--- config.mk ---
export PLATFORM = sky130hd
export DESIGN_NAME = wav_header_chunk_parser_core_flat
export DESIGN_NICKNAME = d
export VERILOG_FILES = /design/src/wavhp_pkg.sv /design/src/wavhp_ifs.sv /design/src/wavhp_walker.sv /design/src/wav_header_chunk_parser_core.sv /design/src/flat_wrapper.sv
export SDC_FILE = /design/constraint.sdc
export NUM_CORES = 1
export LEC_CHECK = 0
export BUFFER_PORTS_ARGS = -buffer_cell sky130_fd_sc_hd__buf_2
export CAP_MARGIN = 30
export CORE_MARGIN = 2
export CORE_UTILIZATION = 56
export DETAILED_ROUTE_END_ITERATION = 12
export PLACE_DENSITY = 0.76
export REMOVE_ABC_BUFFERS = 1
export SETUP_SLACK_MARGIN = 0.05
export SKIP_CTS_REPAIR_TIMING = 1
export SLEW_MARGIN = 10
export SYNTH_ARGS = -nofsm -noshare
export SYNTH_HDL_FRONTEND = slang
export SYNTH_SLANG_ARGS = --single-unit
--- constraint.sdc ---
create_clock -name clk -period 16 [get_ports clk]
set_clock_uncertainty 0.05 [all_clocks]
set_input_delay 2.4 -clock clk [delete_from_list [all_inputs] [get_ports clk]]
set_output_delay 2.4 -clock clk [all_outputs]
set_load 0.05 [all_outputs]
--- src/wavhp_pkg.sv ---
// wavhp_pkg: shared types, constants and result packing for the wave header parser
// no dependencies; used by the channel interfaces, the chunk walker and the top level
package wavhp_pkg;

  // buffer bytes that are parsed; later bytes only count for the last flag
  localparam int HEADER_BYTES = 4096;
  localparam int CountW = $clog2(HEADER_BYTES + 1);
  localparam int MIN_BYTES = 44;
  localparam int OffsetW = 13;

  typedef logic [3:0][7:0] tag_t;

  // element 0 is the first byte in the file
  localparam tag_t TAG_RIFF = {8'h46, 8'h46, 8'h49, 8'h52};
  localparam tag_t TAG_WAVE = {8'h45, 8'h56, 8'h41, 8'h57};
  localparam tag_t TAG_FMT  = {8'h20, 8'h74, 8'h6D, 8'h66};
  localparam tag_t TAG_DATA = {8'h61, 8'h74, 8'h61, 8'h64};

  typedef enum logic [2:0] {
    ST_OK      = 3'd0,
    ST_SHORT   = 3'd1,
    ST_NO_RIFF = 3'd2,
    ST_NO_WAVE = 3'd3,
    ST_NO_DATA = 3'd4,
    ST_NO_FMT  = 3'd5
  } status_t;

  typedef struct packed {
    logic [7:0] header_byte;
    logic       is_last;
  } in_t;

  typedef struct packed {
    logic [15:0] format_code;
    logic [15:0] channel_count;
    logic [31:0] sample_hz;
    logic [31:0] bytes_per_sec;
    logic [15:0] frame_bytes;
    logic [15:0] bits_per_sample;
  } fmt_t;

  typedef struct packed {
    status_t             status;
    logic [15:0]         format_code;
    logic [15:0]         channel_count;
    logic [31:0]         sample_hz;
    logic [31:0]         bytes_per_sec;
    logic [15:0]         frame_bytes;
    logic [15:0]         bits_per_sample;
    logic [OffsetW-1:0]  payload_offset;
    logic [31:0]         payload_size;
  } result_t;

  // parser view after the byte in flight has been taken
  typedef struct packed {
    logic [CountW-1:0]  count;
    logic               riff_bad;
    logic               wave_bad;
    logic               fmt_seen;
    logic               data_found;
    fmt_t               fmt;
    logic [OffsetW-1:0] offset;
    logic [31:0]        size;
  } summary_t;

  function automatic result_t build_result(summary_t s);
    result_t r;
    r = '0;
    priority if (s.count < CountW'(MIN_BYTES)) begin
      r.status = ST_SHORT;
    end else if (s.riff_bad) begin
      r.status = ST_NO_RIFF;
    end else if (s.wave_bad) begin
      r.status = ST_NO_WAVE;
    end else if (!s.data_found) begin
      r.status = ST_NO_DATA;
    end else if (!s.fmt_seen) begin
      r.status = ST_NO_FMT;
    end else begin
      r.status = ST_OK;
    end
    // early errors leave every other field at zero
    if (r.status == ST_OK || r.status == ST_NO_DATA || r.status == ST_NO_FMT) begin
      if (s.fmt_seen) begin
        r.format_code     = s.fmt.format_code;
        r.channel_count   = s.fmt.channel_count;
        r.sample_hz       = s.fmt.sample_hz;
        r.bytes_per_sec   = s.fmt.bytes_per_sec;
        r.frame_bytes     = s.fmt.frame_bytes;
        r.bits_per_sample = s.fmt.bits_per_sample;
      end
      if (s.data_found) begin
        r.payload_offset = s.offset;
        r.payload_size   = s.size;
      end
    end
    return r;
  endfunction

endpackage

--- src/wavhp_ifs.sv ---
// wavhp_ifs: valid/ready channel interfaces for header bytes and parse results
// depends on wavhp_pkg for the payload types
interface wavhp_byte_if;
  logic           valid;
  logic           ready;
  wavhp_pkg::in_t data;

  modport source (output valid, output data, input ready);
  modport sink (input valid, input data, output ready);
endinterface

interface wavhp_result_if;
  logic               valid;
  logic               ready;
  wavhp_pkg::result_t data;

  modport source (output valid, output data, input ready);
  modport sink (input valid, input data, output ready);
endinterface

--- src/wavhp_walker.sv ---
// wavhp_walker: per-byte tag checks, chunk walk, fmt capture and data chunk capture
// depends on wavhp_pkg; summary shows the state as it stands after the current byte
module wavhp_walker (
  input  logic                clk,
  input  logic                rst,
  input  logic                take,
  input  logic [7:0]          header_byte,
  input  logic                is_last,
  output wavhp_pkg::summary_t summary
);

  localparam int CountW  = wavhp_pkg::CountW;
  localparam int OffsetW = wavhp_pkg::OffsetW;

  logic [CountW-1:0]  count, count_next;
  logic [7:0]         hdr [7];
  logic [7:0]         hdr_next [7];
  logic [2:0]         hdr_idx, hdr_idx_next;
  logic [32:0]        skip, skip_next;
  logic [7:0]         fmt [16];
  logic [7:0]         fmt_next [16];
  logic [3:0]         fmt_idx, fmt_idx_next;
  logic               riff_bad, riff_bad_next;
  logic               wave_bad, wave_bad_next;
  logic               fmt_seen, fmt_seen_next;
  logic               data_found, data_found_next;
  logic               capture, capture_next;
  logic [OffsetW-1:0] found_offset, found_offset_next;
  logic [31:0]        found_size, found_size_next;

  logic [CountW:0]    pos_inc;
  logic [31:0]        chunk_size;
  logic [32:0]        padded;
  wavhp_pkg::tag_t    chunk_tag;

  assign pos_inc    = (CountW + 1)'(count) + 1'b1;
  assign chunk_size = {header_byte, hdr[6], hdr[5], hdr[4]};
  assign padded     = ({1'b0, chunk_size} + 33'd1) & ~33'd1;
  assign chunk_tag  = {hdr[3], hdr[2], hdr[1], hdr[0]};

  always_comb begin
    count_next        = count;
    hdr_next          = hdr;
    hdr_idx_next      = hdr_idx;
    skip_next         = skip;
    fmt_next          = fmt;
    fmt_idx_next      = fmt_idx;
    riff_bad_next     = riff_bad;
    wave_bad_next     = wave_bad;
    fmt_seen_next     = fmt_seen;
    data_found_next   = data_found;
    capture_next      = capture;
    found_offset_next = found_offset;
    found_size_next   = found_size;

    if (count < CountW'(wavhp_pkg::HEADER_BYTES)) begin
      count_next = pos_inc[CountW-1:0];
      if (count < CountW'(4)) begin
        if (header_byte != wavhp_pkg::TAG_RIFF[count[1:0]]) riff_bad_next = 1'b1;
      end else if (count < CountW'(8)) begin
        // file size field, not checked
      end else if (count < CountW'(12)) begin
        if (header_byte != wavhp_pkg::TAG_WAVE[count[1:0]]) wave_bad_next = 1'b1;
      end else begin
        // fmt capture runs on whatever bytes follow the fmt header
        if (capture) begin
          fmt_next[fmt_idx] = header_byte;
          fmt_idx_next      = fmt_idx + 4'd1;
          if (fmt_idx == 4'd15) capture_next = 1'b0;
        end
        if (!data_found) begin
          if (skip != 33'd0) begin
            skip_next = skip - 33'd1;
          end else if (hdr_idx != 3'd7) begin
            hdr_next[hdr_idx] = header_byte;
            hdr_idx_next      = hdr_idx + 3'd1;
          end else begin
            hdr_idx_next = 3'd0;
            if (chunk_tag == wavhp_pkg::TAG_FMT) begin
              fmt_seen_next = 1'b1;
              capture_next  = 1'b1;
              for (int i = 0; i < 16; i++) fmt_next[i] = 8'd0;
              fmt_idx_next  = 4'd0;
              skip_next     = padded;
            end else if (chunk_tag == wavhp_pkg::TAG_DATA) begin
              data_found_next   = 1'b1;
              found_offset_next = OffsetW'(pos_inc);
              found_size_next   = padded[31:0];
            end else begin
              skip_next = padded;
            end
          end
        end
      end
    end
  end

  always_comb begin
    summary.count                = count_next;
    summary.riff_bad             = riff_bad_next;
    summary.wave_bad             = wave_bad_next;
    summary.fmt_seen             = fmt_seen_next;
    summary.data_found           = data_found_next;
    summary.fmt.format_code      = {fmt_next[1], fmt_next[0]};
    summary.fmt.channel_count    = {fmt_next[3], fmt_next[2]};
    summary.fmt.sample_hz        = {fmt_next[7], fmt_next[6], fmt_next[5], fmt_next[4]};
    summary.fmt.bytes_per_sec    = {fmt_next[11], fmt_next[10], fmt_next[9], fmt_next[8]};
    summary.fmt.frame_bytes      = {fmt_next[13], fmt_next[12]};
    summary.fmt.bits_per_sample  = {fmt_next[15], fmt_next[14]};
    summary.offset               = found_offset_next;
    summary.size                 = found_size_next;
  end

  // control state; the last byte of a buffer returns everything to reset
  always_ff @(posedge clk) begin
    if (rst || (take && is_last)) begin
      count        <= '0;
      hdr_idx      <= '0;
      skip         <= '0;
      fmt_idx      <= '0;
      riff_bad     <= 1'b0;
      wave_bad     <= 1'b0;
      fmt_seen     <= 1'b0;
      data_found   <= 1'b0;
      capture      <= 1'b0;
      found_offset <= '0;
      found_size   <= '0;
    end else if (take) begin
      count        <= count_next;
      hdr_idx      <= hdr_idx_next;
      skip         <= skip_next;
      fmt_idx      <= fmt_idx_next;
      riff_bad     <= riff_bad_next;
      wave_bad     <= wave_bad_next;
      fmt_seen     <= fmt_seen_next;
      data_found   <= data_found_next;
      capture      <= capture_next;
      found_offset <= found_offset_next;
      found_size   <= found_size_next;
    end
  end

  // byte stores, read only after being written or cleared in this buffer
  always_ff @(posedge clk) begin
    if (take) begin
      hdr <= hdr_next;
      fmt <= fmt_next;
    end
  end

endmodule

--- src/wav_header_chunk_parser_core.sv ---
// result: registered when the byte flagged last leaves the input register;
// throughput: one header byte per cycle, set by the walker update, unless stalled;
// the input register stalls only while a result waits and the next byte is also last
// reset: synchronous, clears parser control and handshake valid state, no sweep;
// after each result the parser returns to its reset state for the next buffer
// depends on wavhp_pkg, wavhp_ifs and wavhp_walker
module wav_header_chunk_parser_core (
  input  logic                  clk,
  input  logic                  rst,
  wavhp_byte_if.sink            byte_ch,
  wavhp_result_if.source        result_ch
);

  // input register holding one transferred byte
  logic                s1_valid;
  wavhp_pkg::in_t      s1_data;
  logic                s1_adv;

  // result register
  logic                out_valid;
  wavhp_pkg::result_t  out_data;

  wavhp_pkg::summary_t summary;

  // a non-last byte never needs the result register, so it always moves on;
  // a last byte moves when the result register is empty or being emptied
  assign s1_adv = s1_valid && (!s1_data.is_last || !out_valid || result_ch.ready);

  assign byte_ch.ready = !s1_valid || s1_adv;

  always_ff @(posedge clk) begin
    if (rst) begin
      s1_valid <= 1'b0;
    end else if (byte_ch.ready) begin
      s1_valid <= byte_ch.valid;
    end
  end

  always_ff @(posedge clk) begin
    if (byte_ch.valid && byte_ch.ready) begin
      s1_data <= byte_ch.data;
    end
  end

  // chunk walker updates on each byte leaving the input register
  wavhp_walker u_walker (
    .clk         (clk),
    .rst         (rst),
    .take        (s1_adv),
    .header_byte (s1_data.header_byte),
    .is_last     (s1_data.is_last),
    .summary     (summary)
  );

  // result capture, held until the result transfer
  always_ff @(posedge clk) begin
    if (rst) begin
      out_valid <= 1'b0;
    end else if (s1_adv && s1_data.is_last) begin
      out_valid <= 1'b1;
    end else if (result_ch.ready) begin
      out_valid <= 1'b0;
    end
  end

  always_ff @(posedge clk) begin
    if (s1_adv && s1_data.is_last) begin
      out_data <= wavhp_pkg::build_result(summary);
    end
  end

  assign result_ch.valid = out_valid;
  assign result_ch.data  = out_data;

  // a last byte that moves on always leaves a result behind
  a_last_gives_result: assert property (@(posedge clk) disable iff (rst)
    s1_adv && s1_data.is_last |=> out_valid)
    else $error("last byte left no result");

  // the input side stalls only behind a waiting result
  a_stall_cause: assert property (@(posedge clk) disable iff (rst)
    !byte_ch.ready |-> s1_valid && s1_data.is_last && out_valid && !result_ch.ready)
    else $error("input stalled without a waiting result");

  // padded data size is always even
  a_size_even: assert property (@(posedge clk) disable iff (rst)
    out_valid |-> !out_data.payload_size[0])
    else $error("odd data size");

  // a good file has its data payload after the wave tag and one chunk header
  a_ok_offset: assert property (@(posedge clk) disable iff (rst)
    out_valid && out_data.status == wavhp_pkg::ST_OK |-> out_data.payload_offset >= 13'd20)
    else $error("data offset too small for a good file");

endmodule

--- src/flat_wrapper.sv ---
// flat-port wrapper written by rule: the top's interface ports become plain ports
module wav_header_chunk_parser_core_flat 
  (clk, rst, byte_ch_valid, byte_ch_data, byte_ch_ready, result_ch_valid, result_ch_data, result_ch_ready);
  wavhp_byte_if byte_ch_i ();
  wavhp_result_if result_ch_i ();
  input  logic clk;
  input  logic rst;
  input wire logic [$bits(byte_ch_i.valid)-1:0] byte_ch_valid;
  input wire logic [$bits(byte_ch_i.data)-1:0] byte_ch_data;
  output wire logic [$bits(byte_ch_i.ready)-1:0] byte_ch_ready;
  output wire logic [$bits(result_ch_i.valid)-1:0] result_ch_valid;
  output wire logic [$bits(result_ch_i.data)-1:0] result_ch_data;
  input wire logic [$bits(result_ch_i.ready)-1:0] result_ch_ready;
  assign byte_ch_i.valid = byte_ch_valid;
  assign byte_ch_i.data = byte_ch_data;
  assign byte_ch_ready = byte_ch_i.ready;
  assign result_ch_valid = result_ch_i.valid;
  assign result_ch_data = result_ch_i.data;
  assign result_ch_i.ready = result_ch_ready;
  wav_header_chunk_parser_core u_core (.clk(clk), .rst(rst), .byte_ch(byte_ch_i), .result_ch(result_ch_i));
endmodule
* Word-level counts from Yosys, hierarchy flattened
Index checks and enable logic that the tools add are counted.
** Storage, ports and cells
- Bits in read-only memories :: 0
- Memories kept :: 0
- Bits in latches :: 0
- RAM bits :: 0
- Register bits after elaboration :: 474
** Operators by class
- Mux-type cells :: 87
- Bitwise operators :: 7
- Equality and inequality tests :: 10
- $add $sub $neg :: 5
- Div/mod/pow operators :: 0
- $mul :: 0
- Magnitude comparators :: 10
- Shift-type cells :: 0
- Reductions and logical operators :: 23
** Operator list (number)
- 128-bit 2-to-1 mux :: 9
- 32-bit 2-to-1 mux :: 9
- 33-bit 2-to-1 mux :: 4
- 13-bit 2-to-1 mux :: 10
- 128-bit bitwise mux :: 1
- 56-bit bitwise mux :: 1
- 32-bit by 1-bit adder with 33-bit output, second input constant :: 1
- 1-bit 2-to-1 mux :: 33
- 33-bit nonzero test :: 1
- 33-bit by 1-bit subtractor with 33-bit output, second input constant :: 1
- 8-bit binary-select mux with 2-bit select :: 2
- 8-bit demux with 4-bit select :: 1
- 32-bit by 30-bit equality test with 1-bit output, second input constant :: 1
- 32-bit by 31-bit equality test with 1-bit output, second input constant :: 1
- 8-bit 2-to-1 mux :: 4
- 13-bit by 4-bit < comparator with 1-bit output, second input constant :: 2
- 8-bit demux with 3-bit select :: 1
- 3-bit 2-to-1 mux :: 7
- 4-bit 2-to-1 mux :: 5
- 8-bit != test :: 2
- 8-bit AND reduction :: 2
- 13-bit by 1-bit adder with 13-bit output, second input constant :: 1
- 13-bit < comparator, second input constant :: 1
- 13-bit by 3-bit < comparator with 1-bit output, second input constant :: 1
- other kinds (23) :: 41

* Logic depth before layout (Yosys ltp)
- Depth after elaboration :: 19
- Gate-level depth with buffers :: 13

* By module
From an unflattened synthesis, not the netlist that was laid out.
** Second synthesis, totals
- Cells, all modules :: 1942
- Area total of the unflattened synthesis :: 21167.8 um2
** Modules (own cells, without submodules)
- wavhp_walker :: times used 1, cells an instance 1332, sequential area each 7587.3 um2, area an instance 13690.6 um2
- wav_header_chunk_parser_core :: times used 1, cells an instance 610, sequential area each 5595.4 um2, area an instance 7477.2 um2

* Least setup slack after synthesis
Ideal clock, no wire load.
- Path type :: input to register
- From :: input port result_ch_ready
- To :: register u_core.u_walker.found_offset[2]
- Cell stages on the path :: 7
- Required time :: 15.804 ns
- Setup time :: 0.146 ns
- Slack :: 7.673 ns
- Data arrival time :: 8.131 ns
- Cells stage by stage :: nand3b_1 and3_1 or2_2 clkbuf_1 buf_1 clkbuf_1 a211oi_2
** On the way
- Word-level cells in the longest chain between the ends :: 4
** Ends and longest elaborated chain
- start, declared :: line flat_wrapper.sv:13 : input wire logic [$bits(result_ch_i.ready)-1:0] result_ch_ready;
- 1-bit logical OR * :: line wav_header_chunk_parser_core.sv:27 : assign s1_adv = s1_valid && (!s1_data.is_last || !out_valid || result_ch.ready);
- 1-bit logical AND * :: line wav_header_chunk_parser_core.sv:27
- 1-bit logical AND :: line wavhp_walker.sv:116 : if (rst || (take && is_last)) begin
- 1-bit logical OR :: line wavhp_walker.sv:116
- end signal, assigned :: line wavhp_walker.sv:138 : found_offset <= found_offset_next;
- end, declared :: line wavhp_walker.sv:28 : logic [OffsetW-1:0] found_offset, found_offset_next;
Every way passes the cells marked *; elsewhere a longest branch is shown, timed or not.
A chain may end at the register's enable or synchronous reset.

* Final worst setup path
- From :: input port result_ch_ready
- To :: output port byte_ch_ready
** On the way
- Word-level cells in the longest chain between the ends :: 3
** Ends and longest elaborated chain
- 1-bit logical OR :: line wav_header_chunk_parser_core.sv:27
- 1-bit logical AND :: line wav_header_chunk_parser_core.sv:27
- 1-bit logical OR :: line wav_header_chunk_parser_core.sv:29 : assign byte_ch.ready = !s1_valid || s1_adv;
- end, declared :: line flat_wrapper.sv:10 : output wire logic [$bits(byte_ch_i.ready)-1:0] byte_ch_ready;
No other way between the ends.

==> results.ini <==
[min_path]
hp-class=reg2reg
min_path_cells=2

[sta]
setup_ws_ns=10.57
setup_tns_ns=0
final_hold_viol_count=0
tightest_slew_ns=0.9397
fmax_ghz=0.1841
finalSetupViolations=0
finalCritPeriodShare=0.3396
period_needed_ns=5.433
max-slew-margin-rel=0.3678
maxSlewViolCount=0
rsz0062_at_grt=no

[power_and_ir_drop]
p_per_area_nw_per_um2=108.6
p_sw_mw=0.5958
ir_drop_mv=0.07386
power_frac_seq=0.510
leakage_nw=8.375
switching_share=0.2254
p_comb_frac=0.051
clkPwrFrac=0.439
p_int_mw=2.047

[route]
via_count=14765
drc=0
vias_per_cell=5.894
drtPass1Iterations=6
wl_per_cell_microns=19.80
routed_wl_microns=49600
drtIter0Drc=1301
ant_nets=0

[synth]
synth_top_area_frac=0.5180
synth_area_leader_cell=edfxtp_1
synth-async-reset-ratio=0
ys_seq_elements=474
synth_seq_area_share=0.6163
synth_area_per_cell_sq_um=11.78
netlist_area_sq_um=21390
synth_ff_type=edfxtp_1
syn-instance-count=1816
ys_warn_count=0
synth_edf_count=369
synth_area_leaders=edfxtp_1 52%, dfxtp_1 9.8%, nor2_1 5.2%
synthDistinctLibCells=65

[worst_setup_path]
reg2regPathDepth=9
crit_chain=buf_2 -> nand4b_1 -> buf_2
arrival_ns=2.98
max_stage_delay_ns=0.26
path_buf_inv=2
cp.depth=3
crit_path_max_fanout=3
cp_slowest_cell=buf_2
cp-start-kind=primary input
required_ns=13.55
rrSetupSlack_ns=10.89
cpMostUsedCell=buf_2
path_class=in2out
crit_family=buffers and inverters
worstSetupEndpointType=primary output

[placement]
dp_hpwl_microns=29970
port_buffers=190
place_inst=2409
dp_slack_ns=10.31
gp_congestion=0.8890

[grt]
antenna_found_initial=0
grt_pass1_vias=14104
grt_max_degree=161
overflow=0
track_usage=0.2497
grt_pass1_wl_microns=76930

[floorplan]
ios=191
coreArea_sq_um=37670
die_y_microns=199.4
die_w_microns=199.4
die_area_sq_um=39780
floorplan.rows=71
initial_core_util=0.5679

[finish]
fin_nets=1981
area_delta_synth_final_pct=13.75
finalNonFillerCells=2505
final_layout_size_suffix_gt1_frac=0.2182
n_antenna_cell=0

[clock_network]
clock-root-buffer=clkbuf_16
cts.clk_slew.worst_paths_ns=0.06
cts_tree=built
clk_latency_ns=0.60
cts_buffers=49
clock-sinks=474
clockBufferDepth=3
htreeDepth=2

[status]
status=finished clean

[job]
cap_violations=0

[synth_stat cells (4+ instances only)]
master,number
edfxtp_1,369
nor2_1,295
nand2_1,109
dfxtp_1,105
mux2i_1,88
nor3_2,83
a21oi_1,81
clkbuf_1,76
nor3_1,67
o21ai_0,54
nand3_1,47
a211oi_1,44
buf_2,38
a211oi_2,36
xnor2_1,31
xor2_1,27
nor2b_1,25
and3_1,20
inv_1,20
nand4_1,15
ha_1,14
or3_1,14
nor4_1,13
and2_1,11
a22oi_1,9
a32o_1,9
a21o_1,8
a22o_1,8
and4_1,7
buf_1,7
buf_6,7
nand4b_1,7
a31oi_1,6
nand2b_1,6
o31ai_1,5
or4_1,5
buf_4,4
or2_2,4
[state kept, by name (all words and copies together) (netlist names), 9 cells and up]
signal and cells:
u_core.result_ch.data 176, u_core.u_walker.fmt 128, u_core.u_walker.skip 33, u_core.u_walker.chunk_tag 32
u_core.u_walker.found_size 32, u_core.u_walker.chunk_size 24, u_core.u_walker.count 13, u_core.u_walker.found_offset 13
u_core.s1_data 9
[final cells by class]
cell class	count	area, sq um
multi-input cells	1188	7550
well taps	511	639.4
clock buffers	70	1386
repair buffers	219	1241
fillers	2869	13330
inverters	22	82.58
clock inverters	21	250.2
flip-flops and latches	474	13180
[placed cells by master (no fill, tap or decap), types with 20 or more instances in the layout]
cell | synthesis | final
edfxtp_1 | 369 | 369
nor2_1 | 295 | 295
buf_2 | 38 | 192
nand2_1 | 109 | 109
dfxtp_1 | 105 | 105
mux2i_1 | 88 | 88
nor3_2 | 83 | 83
a21oi_1 | 81 | 81
nor3_1 | 67 | 67
o21ai_0 | 54 | 54
clkbuf_16 | 0 | 50
nand3_1 | 47 | 46
a211oi_1 | 44 | 43
a211oi_2 | 36 | 37
xnor2_1 | 31 | 31
xor2_1 | 27 | 27
nor2b_1 | 25 | 25
buf_4 | 4 | 22
inv_1 | 20 | 20
[tightest hold or removal path: cells and delay by family (launching register included)]
| kind | cells | cell delay, ns |
|---|---|---|
| flops | 1 | 0.31 |
| compound gates | 1 | 0.05 |
| simple gates | 1 | 0.05 |
[cell families (layout without fill, tap and decap cells)]
group / after synthesis / count (layout) / synth area share
AOI/OAI and AO/OA: 278 / 278 / 0.09225
xor gates and xnor gates: 58 / 58 / 0.02375
adders and majority gates: 14 / 14 / 0.008189
buffers and inverters: 154 / 332 / 0.03241
DFF: 474 / 474 / 0.6163
muxes: 88 / 88 / 0.04118
and+or+nand+nor: 750 / 750 / 0.1860
[per-layer routing]
metal / track usage / vias to the layer above / part of all wire
met4: 0.07298 / 0 / 0.022
li1: - / 6918 / -
met1: 0.3517 / 7177 / 0.43
met5: 0 / - / 0
met3: 0.05283 / 91 / 0.078
met2: 0.3931 / 579 / 0.47
[final timing paths]
kind | start | to
setup / recovery | result_ch_ready | byte_ch_ready
hold / removal | u_core.u_walker.found_offset[1] | u_core.u_walker.found_offset[1]
setup reg to reg | u_core.u_walker.skip[13] | u_core.result_ch.data[140]
hold reg to reg | u_core.u_walker.found_offset[1] | u_core.u_walker.found_offset[1]
[per-stage QoR]
stage	power [mW]	util	instance area, sq um	hold slack, ns
2_1_floorplan	1.468	-	20780	0.3812
3_3_place_gp	1.507	0.5998	22590	0.3892
3_5_place_dp	1.507	0.6003	22610	0.3925
4_1_cts	2.662	0.6437	24250	0.4005
5_1_grt	2.715	0.6460	24330	0.4249
6_report	2.643	0.6460	24330	0.3995
[power by group through the flow]
stage,combinational [mW],clock (mW),sequential [mW]
6_report,0.134,1.16,1.35
5_1_grt,0.140,1.22,1.35
4_1_cts,0.133,1.18,1.35
3_5_place_dp,0.133,0,1.37
3_3_place_gp,0.132,0,1.37
2_1_floorplan,0.0270,0,1.44
Power figures use the tool's default switching activity.
